### src/rtl/core/cbq_pkg.sv
`default_nettype none

package cbq_pkg;

  // Field and datapath widths
  localparam int unsigned SampleW   = 16;
  localparam int unsigned CoefW     = 20;
  localparam int unsigned StateW    = 32;
  localparam int unsigned ProdW     = CoefW + StateW;
  localparam int unsigned AccW      = 56;
  localparam int unsigned FracShift = 18;
  localparam int unsigned RndW      = AccW - FracShift;

  // Configuration port
  localparam int unsigned CfgIdxW  = 3;
  localparam int unsigned CfgDataW = 60;
  localparam int unsigned FfW      = 3 * CoefW;
  localparam int unsigned FbW      = 2 * CoefW;
  localparam int unsigned MaxStages = 2;

  localparam logic [CfgIdxW-1:0] CFG_FF1     = 3'd0;
  localparam logic [CfgIdxW-1:0] CFG_FB1     = 3'd1;
  localparam logic [CfgIdxW-1:0] CFG_FF2     = 3'd2;
  localparam logic [CfgIdxW-1:0] CFG_FB2     = 3'd3;
  localparam logic [CfgIdxW-1:0] CFG_OUT_MIN = 3'd4;
  localparam logic [CfgIdxW-1:0] CFG_OUT_MAX = 3'd5;

  localparam logic signed [SampleW-1:0] OutMinRst = -16'sd20480;
  localparam logic signed [SampleW-1:0] OutMaxRst = 16'sd20480;

  // Slots of one section's history in the state memory
  localparam logic [1:0] SLOT_X1 = 2'd0;
  localparam logic [1:0] SLOT_X2 = 2'd1;
  localparam logic [1:0] SLOT_Y1 = 2'd2;
  localparam logic [1:0] SLOT_Y2 = 2'd3;

endpackage

`default_nettype wire

### src/rtl/core/cbq_stream_if.sv
`default_nettype none

interface cbq_in_if;
  logic                                valid;
  logic                                ready;
  logic signed [cbq_pkg::SampleW-1:0]  sample_in;

  modport source (output valid, output sample_in, input ready);
  modport sink   (input valid, input sample_in, output ready);
endinterface

interface cbq_out_if;
  logic                                valid;
  logic                                ready;
  logic signed [cbq_pkg::SampleW-1:0]  sample_out;

  modport source (output valid, output sample_out, input ready);
  modport sink   (input valid, input sample_out, output ready);
endinterface

`default_nettype wire

### src/rtl/core/cascaded_biquad_iir_filter_unit.sv
`default_nettype none

// Channel   Direction  Payload                 Handshake
// in_i      sink       sample_in  s16 Q5.11    valid/ready
// out_o     source     sample_out s16 Q5.11    valid/ready
// cfg       write      cfg_idx_i, cfg_data_i   cfg_we_i, no back-pressure
//
// A single multiply-accumulate unit walks the five taps of each biquad section in turn.
// The input is taken only in the idle state, so a new item is taken only after the
// previous one has left the last section.
// Reset clears the section history (via per-entry valid bits) and resets all but the datapath registers.
// A full output register stalls the final cycle of an item until it is taken.

module cascaded_biquad_iir_filter_unit #(
  parameter int unsigned NumStages = 2
) (
  input  wire                              clk_i,
  input  wire                              rst_ni,
  cbq_in_if.sink                           in_i,
  cbq_out_if.source                        out_o,
  input  wire                              cfg_we_i,
  input  wire  [cbq_pkg::CfgIdxW-1:0]      cfg_idx_i,
  input  wire  [cbq_pkg::CfgDataW-1:0]     cfg_data_i
);

  // The state memory holds four history words per section.
  localparam int unsigned Depth = NumStages * 4;
  localparam int unsigned AddrW = $clog2(Depth);

  // Steps within one section. Reads of the history run in steps 0 to 3,
  // products are formed in steps 0 to 4 and summed in the step after.
  localparam logic [2:0] StepFirst  = 3'd0;
  localparam logic [2:0] StepX1Wr   = 3'd1;
  localparam logic [2:0] StepX2Wr   = 3'd2;
  localparam logic [2:0] StepRdLast = 3'd3;
  localparam logic [2:0] StepY2Wr   = 3'd4;
  localparam logic [2:0] StepRound  = 3'd6;
  localparam logic [2:0] StepLast   = 3'd7;
  localparam logic [2:0] StepFbFirst = 3'd3;
  localparam logic [2:0] StepMacLast = 3'd4;

  typedef enum logic {
    ST_IDLE,
    ST_RUN
  } state_e;

  state_e state_q;
  logic [2:0] step_q;
  logic       sec_q;
  logic       out_valid_q;
  logic signed [cbq_pkg::SampleW-1:0] out_data_q;
  logic [Depth-1:0] ent_vld_q;
  logic       rvld_q;

  // Configuration registers
  logic [cbq_pkg::FfW-1:0] ff_q [cbq_pkg::MaxStages];
  logic [cbq_pkg::FbW-1:0] fb_q [cbq_pkg::MaxStages];
  logic signed [cbq_pkg::SampleW-1:0] out_min_q;
  logic signed [cbq_pkg::SampleW-1:0] out_max_q;

  // Datapath registers
  logic signed [cbq_pkg::StateW-1:0] x_q;
  logic signed [cbq_pkg::StateW-1:0] x1c_q;
  logic signed [cbq_pkg::StateW-1:0] y1c_q;
  logic signed [cbq_pkg::StateW-1:0] rdata_q;
  logic signed [cbq_pkg::ProdW-1:0]  prod_q;
  logic                              psub_q;
  logic                              pvld_q;
  logic signed [cbq_pkg::AccW-1:0]   acc_q;
  logic signed [cbq_pkg::RndW-1:0]   rnd_q;

  logic signed [cbq_pkg::StateW-1:0] mem_q [Depth];

  logic in_acc;
  logic last_sec;
  logic stall;
  logic finish;
  logic rd_en;
  logic [AddrW-1:0] raddr;
  logic mem_we;
  logic [AddrW-1:0] waddr;
  logic signed [cbq_pkg::StateW-1:0] wdata;
  logic signed [cbq_pkg::StateW-1:0] rd_val;
  logic signed [cbq_pkg::StateW-1:0] op;
  logic signed [cbq_pkg::CoefW-1:0]  coef;
  logic signed [cbq_pkg::ProdW-1:0]  prod_d;
  logic signed [cbq_pkg::AccW-1:0]   acc_d;
  logic signed [cbq_pkg::AccW-1:0]   rsum;
  logic signed [cbq_pkg::StateW-1:0] sat;
  logic signed [cbq_pkg::StateW-1:0] y_d;
  logic signed [cbq_pkg::StateW-1:0] min_ext;
  logic signed [cbq_pkg::StateW-1:0] max_ext;
  logic fits;

  assign in_i.ready       = (state_q == ST_IDLE);
  assign in_acc           = in_i.valid && in_i.ready;
  assign out_o.valid      = out_valid_q;
  assign out_o.sample_out = out_data_q;

  assign last_sec = ({31'd0, sec_q} == NumStages - 1);
  // The last step of the last section waits while the previous result is still held.
  assign stall  = (state_q == ST_RUN) && (step_q == StepLast) && last_sec &&
                  out_valid_q && !out_o.ready;
  assign finish = (state_q == ST_RUN) && (step_q == StepLast) && !stall;

  // History reads: step n reads slot n, the data arrives in the next step.
  assign rd_en = (state_q == ST_RUN) && (step_q <= StepRdLast);
  assign raddr = AddrW'({sec_q, step_q[1:0]});
  assign rd_val = rvld_q ? rdata_q : '0;

  // History writes are spaced so that each slot is read before it is overwritten.
  always_comb begin
    mem_we = 1'b0;
    waddr  = AddrW'({sec_q, cbq_pkg::SLOT_X1});
    wdata  = x_q;
    if (state_q == ST_RUN) begin
      unique case (step_q)
        StepX1Wr: begin
          mem_we = 1'b1;
          waddr  = AddrW'({sec_q, cbq_pkg::SLOT_X1});
          wdata  = x_q;
        end
        StepX2Wr: begin
          mem_we = 1'b1;
          waddr  = AddrW'({sec_q, cbq_pkg::SLOT_X2});
          wdata  = x1c_q;
        end
        StepY2Wr: begin
          mem_we = 1'b1;
          waddr  = AddrW'({sec_q, cbq_pkg::SLOT_Y2});
          wdata  = y1c_q;
        end
        StepLast: begin
          mem_we = !stall;
          waddr  = AddrW'({sec_q, cbq_pkg::SLOT_Y1});
          wdata  = y_d;
        end
        default: begin
          mem_we = 1'b0;
        end
      endcase
    end
  end

  // Coefficient for the tap formed in this step.
  always_comb begin
    case (step_q)
      3'd0:    coef = ff_q[sec_q][cbq_pkg::CoefW-1:0];
      3'd1:    coef = ff_q[sec_q][2*cbq_pkg::CoefW-1:cbq_pkg::CoefW];
      3'd2:    coef = ff_q[sec_q][3*cbq_pkg::CoefW-1:2*cbq_pkg::CoefW];
      3'd3:    coef = fb_q[sec_q][cbq_pkg::CoefW-1:0];
      3'd4:    coef = fb_q[sec_q][2*cbq_pkg::CoefW-1:cbq_pkg::CoefW];
      default: coef = '0;
    endcase
  end

  assign op     = (step_q == StepFirst) ? x_q : rd_val;
  assign prod_d = coef * op;
  assign acc_d  = psub_q ? acc_q - cbq_pkg::AccW'(prod_q) : acc_q + cbq_pkg::AccW'(prod_q);

  // Round half up at the Q.11 point, floor through the arithmetic shift.
  assign rsum = acc_q + cbq_pkg::AccW'(1 << (cbq_pkg::FracShift - 1));

  // Saturate the rounded sum to 32 bits, then clamp the final section only.
  assign fits = (rnd_q[cbq_pkg::RndW-1:cbq_pkg::StateW-1] == '0) ||
                (rnd_q[cbq_pkg::RndW-1:cbq_pkg::StateW-1] == '1);
  assign min_ext = cbq_pkg::StateW'(out_min_q);
  assign max_ext = cbq_pkg::StateW'(out_max_q);

  always_comb begin
    if (fits) begin
      sat = rnd_q[cbq_pkg::StateW-1:0];
    end else if (rnd_q[cbq_pkg::RndW-1]) begin
      sat = {1'b1, {(cbq_pkg::StateW-1){1'b0}}};
    end else begin
      sat = {1'b0, {(cbq_pkg::StateW-1){1'b1}}};
    end
    y_d = sat;
    if (last_sec) begin
      if (sat < min_ext) begin
        y_d = min_ext;
      end else if (sat > max_ext) begin
        y_d = max_ext;
      end
    end
  end

  // Sequencer, registers and registered outputs.
  always_ff @(posedge clk_i or negedge rst_ni) begin
    if (!rst_ni) begin
      state_q     <= ST_IDLE;
      step_q      <= StepFirst;
      sec_q       <= 1'b0;
      out_valid_q <= 1'b0;
      out_data_q  <= '0;
      ent_vld_q   <= '0;
      rvld_q      <= 1'b0;
      pvld_q      <= 1'b0;
      for (int i = 0; i < cbq_pkg::MaxStages; i++) begin
        ff_q[i] <= '0;
        fb_q[i] <= '0;
      end
      out_min_q <= cbq_pkg::OutMinRst;
      out_max_q <= cbq_pkg::OutMaxRst;
    end else begin
      if (cfg_we_i) begin
        unique case (cfg_idx_i)
          cbq_pkg::CFG_FF1:     ff_q[0] <= cfg_data_i[cbq_pkg::FfW-1:0];
          cbq_pkg::CFG_FB1:     fb_q[0] <= cfg_data_i[cbq_pkg::FbW-1:0];
          cbq_pkg::CFG_FF2:     ff_q[1] <= cfg_data_i[cbq_pkg::FfW-1:0];
          cbq_pkg::CFG_FB2:     fb_q[1] <= cfg_data_i[cbq_pkg::FbW-1:0];
          cbq_pkg::CFG_OUT_MIN: out_min_q <= cfg_data_i[cbq_pkg::SampleW-1:0];
          cbq_pkg::CFG_OUT_MAX: out_max_q <= cfg_data_i[cbq_pkg::SampleW-1:0];
          default: ;
        endcase
      end

      if (rd_en) begin
        rvld_q <= ent_vld_q[raddr];
      end
      if (mem_we) begin
        ent_vld_q[waddr] <= 1'b1;
      end
      pvld_q <= (state_q == ST_RUN) && (step_q <= StepMacLast);

      // A result taken in the cycle that a new one is produced is simply replaced.
      if (out_valid_q && out_o.ready && !(finish && last_sec)) begin
        out_valid_q <= 1'b0;
      end

      unique case (state_q)
        ST_IDLE: begin
          if (in_acc) begin
            state_q <= ST_RUN;
            step_q  <= StepFirst;
            sec_q   <= 1'b0;
          end
        end
        ST_RUN: begin
          if (finish) begin
            step_q <= StepFirst;
            if (last_sec) begin
              state_q     <= ST_IDLE;
              out_valid_q <= 1'b1;
              out_data_q  <= y_d[cbq_pkg::SampleW-1:0];
            end else begin
              sec_q <= 1'b1;
            end
          end else if (!stall) begin
            step_q <= step_q + 3'd1;
          end
        end
        default: state_q <= ST_IDLE;
      endcase
    end
  end

  // Datapath registers carry payload only.
  always_ff @(posedge clk_i) begin
    if (in_acc) begin
      x_q <= cbq_pkg::StateW'(in_i.sample_in);
    end else if (finish) begin
      // The section output is the next section's input.
      x_q <= y_d;
    end
    if (step_q == StepX1Wr) begin
      x1c_q <= rd_val;
    end
    if (step_q == StepRdLast) begin
      y1c_q <= rd_val;
    end
    prod_q <= prod_d;
    psub_q <= (step_q >= StepFbFirst);
    if (step_q == StepFirst) begin
      acc_q <= '0;
    end else if (pvld_q) begin
      acc_q <= acc_d;
    end
    if (step_q == StepRound) begin
      rnd_q <= cbq_pkg::RndW'(rsum >>> cbq_pkg::FracShift);
    end
  end

  // State memory: one write and one registered read port.
  always_ff @(posedge clk_i) begin
    if (mem_we) begin
      mem_q[waddr] <= wdata;
    end
    if (rd_en) begin
      rdata_q <= mem_q[raddr];
    end
  end

endmodule

`default_nettype wire

### src/flat_wrapper.sv
// flat-port wrapper written by rule: the top's interface ports become plain ports
module cascaded_biquad_iir_filter_unit_flat 
#(
  parameter int unsigned NumStages = 2
)
  (clk_i, rst_ni, cfg_we_i, cfg_idx_i, cfg_data_i, in_i_valid, in_i_sample_in, in_i_ready, out_o_valid, out_o_sample_out, out_o_ready);
  cbq_in_if in_i_i ();
  cbq_out_if out_o_i ();
  input  wire clk_i;
  input  wire rst_ni;
  input  wire cfg_we_i;
  input  wire  [cbq_pkg::CfgIdxW-1:0] cfg_idx_i;
  input  wire  [cbq_pkg::CfgDataW-1:0] cfg_data_i;
  input wire logic [$bits(in_i_i.valid)-1:0] in_i_valid;
  input wire logic [$bits(in_i_i.sample_in)-1:0] in_i_sample_in;
  output wire logic [$bits(in_i_i.ready)-1:0] in_i_ready;
  output wire logic [$bits(out_o_i.valid)-1:0] out_o_valid;
  output wire logic [$bits(out_o_i.sample_out)-1:0] out_o_sample_out;
  input wire logic [$bits(out_o_i.ready)-1:0] out_o_ready;
  assign in_i_i.valid = in_i_valid;
  assign in_i_i.sample_in = in_i_sample_in;
  assign in_i_ready = in_i_i.ready;
  assign out_o_valid = out_o_i.valid;
  assign out_o_sample_out = out_o_i.sample_out;
  assign out_o_i.ready = out_o_ready;
  cascaded_biquad_iir_filter_unit #(.NumStages(NumStages)) u_core (.clk_i(clk_i), .rst_ni(rst_ni), .in_i(in_i_i), .out_o(out_o_i), .cfg_we_i(cfg_we_i), .cfg_idx_i(cfg_idx_i), .cfg_data_i(cfg_data_i));
endmodule
### config.mk
export PLATFORM = sky130hd
export DESIGN_NAME = cascaded_biquad_iir_filter_unit_flat
export DESIGN_NICKNAME = d
export VERILOG_FILES = /design/src/rtl/core/cbq_pkg.sv /design/src/rtl/core/cbq_stream_if.sv /design/src/rtl/core/cascaded_biquad_iir_filter_unit.sv /design/src/flat_wrapper.sv
export SDC_FILE = /design/constraint.sdc
export NUM_CORES = 2
export LEC_CHECK = 0
export ABC_AREA = 1
export BUFFER_PORTS_ARGS = -buffer_cell sky130_fd_sc_hd__buf_4
export CORE_MARGIN = 1
export CORE_UTILIZATION = 55
export CTS_BUF_LIST = sky130_fd_sc_hd__clkbuf_8
export DETAILED_ROUTE_END_ITERATION = 10
export PLACE_DENSITY = 0.71
export REMOVE_ABC_BUFFERS = 1
export SYNTH_ARGS = -nofsm -noshare
export SYNTH_HDL_FRONTEND = slang
export SYNTH_SLANG_ARGS = --single-unit
### constraint.sdc
create_clock -name clk_i -period 14 [get_ports clk_i]
set_clock_uncertainty 0.2 [all_clocks]
set_input_delay 0 -clock clk_i [delete_from_list [all_inputs] [get_ports clk_i]]
set_output_delay 0 -clock clk_i [all_outputs]
set_load 0.01 [all_outputs]
==> tab_implementation.tex <==
\begin{tabular}{lr}
\hline
Metric & Value \\
\hline
\multicolumn{2}{l}{\textbf{Outcome}} \\
\quad Outcome & finished clean \\
\multicolumn{2}{l}{\textbf{Global routing}} \\
\quad Pin count of the biggest net entering global routing & 130 \\
\quad Initial antenna violation count & 3 \\
\quad First-pass GRT wire length & 292 mm \\
\quad Overall overflow remaining after global route & 0 \\
\quad Vias in the first global route & 51851 \\
\quad Global routing usage summed across all routing layers & 0.338 \\
\multicolumn{2}{l}{\textbf{Cells and area}} \\
\quad Share of layout cells above drive strength 1 & 0.0667 \\
\quad Most common cell after layout, fill and taps aside & inv\_1 \\
\quad Final-stage net count & 8451 \\
\quad Most used cells in the layout excluding fill and tap cells & 1374 x inv\_1, 1213 x nand2\_1, 980 x nor2\_1, 637 x fa\_1, 595 x o21ai\_0 \\
\quad Area used by multi-input combinational logic & 34300 µm² \\
\quad Area growth, synth to finish & 11.2\% \\
\quad Flip-flop and latch area & 21500 µm² \\
\quad Layout filler cell count & 9478 \\
\quad Fin cells & 9070 \\
\multicolumn{2}{l}{\textbf{Worst setup path}} \\
\quad Kind of end point of the critical path & flip-flop \\
\quad Startpoint type of the worst setup path & flip-flop \\
\quad CP max-delay cell & dfrtp\_4 \\
\quad Data arrival, critical path & 11.61 ns \\
\quad CP Class & flip-flop to flip-flop \\
\quad Critical path data required time & 14.56 ns \\
\quad CP max stage delay & 0.84 ns \\
\quad Max FO, Critical Path & 58 \\
\quad Cell seen most often among critical-path stages & fa\_1 \\
\multicolumn{2}{l}{\textbf{Place}} \\
\quad Number of cells in the design after placement & 8629 \\
\quad Routability-driven placement congestion ratio & 0.975 \\
\quad Count of buffers inserted at the top-level ports & 101 \\
\quad Detailed placement HPWL & 134 mm \\
\multicolumn{2}{l}{\textbf{Floorplanning}} \\
\quad Initial Util & 0.557 \\
\quad Number of cell rows & 122 \\
\quad Die height & 337 µm \\
\quad I/O pin total & 102 \\
\quad Total die area & 114000 µm² \\
\quad Die span in x & 337 µm \\
\quad Core Footprint & 111000 µm² \\
\multicolumn{2}{l}{\textbf{Routing}} \\
\quad Post-detailed-route count of antenna-violating nets & 0 \\
\quad Total Routed Length & 187 mm \\
\quad Number of search-and-repair iterations in the first detailed-routing pass & 8 \\
\quad Routed via count divided by cell count & 5.61 \\
\quad Number of design-rule violations left by the first detailed-router iteration & 4950 \\
\quad Detailed-route wire length per cell & 20.6 µm \\
\quad Number of vias after detailed routing & 50908 \\
\quad Detailed-route DRC error count & 0 \\
\multicolumn{2}{l}{\textbf{STA}} \\
\quad Number of slew-limit violations in the final report & 0 \\
\quad Setup violation total in the final timing report & 0 \\
\quad Unrepaired setup endpoints after global routing & no \\
\quad Transition time of the tightest slew-check pin & 1.23 ns \\
\quad Count of endpoints failing hold in the final timing report & 0 \\
\quad Worst slew margin & 0.178 \\
\quad Setup Total Neg Slack & 0 ns \\
\quad Fmax & 90.5 MHz \\
\quad Minimum clock period & 11.05 ns \\
\quad Portion of the clock cycle consumed by the worst path in the final layout & 0.789 \\
\multicolumn{2}{l}{\textbf{Clocking}} \\
\quad Hold-fix buffers, CTS & 192 \\
\quad Clock edge transition at the registers on the reported setup and hold paths & 0.06 ns \\
\quad Maximum number of buffers from clock root to sink & 3 \\
\quad Number of clock buffers inserted by TritonCTS & 138 \\
\quad H-tree depth & 4 \\
\quad Num Clock Sinks & 795 \\
\quad Skew-Pair Late Insertion Delay & 0.83 ns \\
\quad Number of instances resized during post-cts repair & 0 \\
\quad CTS root buffer & clkbuf\_8 \\
\quad Clock tree from TritonCTS & done \\
\quad Post-CTS Setup Bufs & 0 \\
\multicolumn{2}{l}{\textbf{Synthesis}} \\
\quad Fraction of synthesis flops using an asynchronous set or reset pin & 0.332 \\
\quad Cell count after synthesis & 7248 \\
\quad Synthesized flop and latch total & 795 \\
\quad Sequential element share of the synthesized area & 0.347 \\
\quad Post-synth EDFFs & 422 \\
\quad Distinct cell type count of the synthesized netlist & 60 \\
\quad Commonest register cell after synthesis & edfxtp\_1 \\
\quad Total of warnings raised by yosys & 0 \\
\quad Netlist area before placement & 61900 µm² \\
\quad Synthesized area per cell & 8.54 µm² \\
\multicolumn{2}{l}{\textbf{Worst hold path}} \\
\quad Class of the tightest hold or removal check & primary input to flip-flop \\
\multicolumn{2}{l}{\textbf{Job}} \\
\quad Max capacitance violation total & 0 \\
\hline
\end{tabular}
==> final timing paths <==
check                               startpoint                   end  slack (ns)  cells past startpoint
setup / recovery              u_core.step_q[0]     u_core.prod_q[46]        2.95                     33
hold / removal                        cfg_we_i  u_core.out_min_q[12]        0.11                      6
setup reg to reg              u_core.step_q[0]     u_core.prod_q[46]        2.95                     33
hold reg to reg            u_core.ent_vld_q[0]   u_core.ent_vld_q[0]        0.26                      1
max in group asynchronous               rst_ni      u_core.step_q[0]       12.56                      4
min in group asynchronous               rst_ni        u_core.fb_q[3]        0.27                      4
==> stage by stage <==
| step | hold slack [ns] | area, µm² | setup slack [ns] | utilization |
|---|---|---|---|---|
| 2_1_floorplan | -0.496 | 60700 | 0.0111 | - |
| 3_3_place_gp | -0.0142 | 64200 | 3.25 | 0.578 |
| 3_5_place_dp | -0.00491 | 64200 | 2.99 | 0.578 |
| 4_1_cts | 0.0223 | 68800 | 3.01 | 0.619 |
| 5_1_grt | 0.160 | 68800 | 2.10 | 0.619 |
| 6_report | 0.112 | 68800 | 2.95 | 0.619 |
==> kinds of logic (layout without fill, tap and decap cells) <==
family	count (synthesis)	in the layout	synth area share
AND/OR/NAND/NOR	2496	2496	0.161
buffers and inverters	1679	2012	0.102
adder cells (fa/ha/maj)	894	894	0.258
flip-flops	795	795	0.347
XOR/XNOR	185	185	0.0262
other	0	1	0
AO/OA/AOI/OAI	1199	1199	0.106
==> synthesized netlist by cell type, types with 4 or more instances <==
cell type     n  area, µm²
fa_1        637      12800
dfstp_2       5        131
nand4_1      26        163
a21oi_1     241       1210
o221ai_1     25        219
dfrtp_1     259       6480
xor2_1      123       1080
o21ai_0     611       3060
a21o_1        9       67.6
o21bai_1      7       52.6
a22oi_1      32        240
a31oi_1      98        613
nand2_2       5       31.3
nand2_1    1218       4570
nor3_2        4       40.0
o22ai_1      32        200
clkinv_1     10       37.5
ha_1        257       3220
nor2_4        5       56.3
o31ai_1       6       45.0
edfxtp_1    422      12700
a211oi_1      5       37.5
a21boi_1      6       45.0
a21boi_0      7       52.6
inv_2        45        169
clkbuf_1    259        972
nand3_1     160        801
xnor2_1      62        543
o21a_1        9       67.6
dfxtp_1     109       2180
nor2_1     1001       3760
nor4_1       19        119
o211ai_1     18        135
o21ai_1      81        405
nor3_1       32        160
inv_1      1328       4980
buf_2         9       45.0
or2_2         5       31.3
buf_1        27        101
or2_1         4       25.0
==> area by class of cell <==
class	instances	share of cell area
multi-input cells	4774	0.498
flip-flops and latches	795	0.312
inverters	1383	0.0755
repair buffers	381	0.0489
clock buffers	153	0.0306
well taps	1488	0.0271
clock inverters	95	0.00747
diodes	1	0.0000364
==> critical path: cells and delay by family (launching register included) <==
| family | cells | cell delay, ns |
|---|---|---|
| compound gates | 2 | 0.48 |
| flops | 1 | 0.84 |
| buf+inv | 9 | 2.51 |
| simple gates | 12 | 2.23 |
| fa+ha+maj | 9 | 4.53 |
| xor+xnor | 1 | 0.13 |
==> state kept, by name, indices dropped and copies added (netlist names), 3 cells and up <==
signal                   flops
u_core.out_min_q            16
u_core.rdata_q              32
u_core.prod_q               52
u_core.x1c_q                32
u_core.out_max_q            16
u_core.y1c_q                32
u_core.acc_q                56
u_core.ff_q                120
u_core.step_q                3
u_core.mem_q               256
u_core.out_o.sample_out     16
u_core.fb_q                 80
u_core.rnd_q                38
u_core.x_q                  32
u_core.ent_vld_q             8
==> routing by layer <==
metal	track usage	part of all wire	up-vias
met5	0	0.00014	-
met4	0.177	0.057	4
met3	0.0730	0.092	589
met2	0.542	0.46	2377
met1	0.431	0.39	24746
li1	-	-	23192
Power is not shown: default switching activity piles up to over one toggle a cycle in this logic, so the estimate is an artifact.
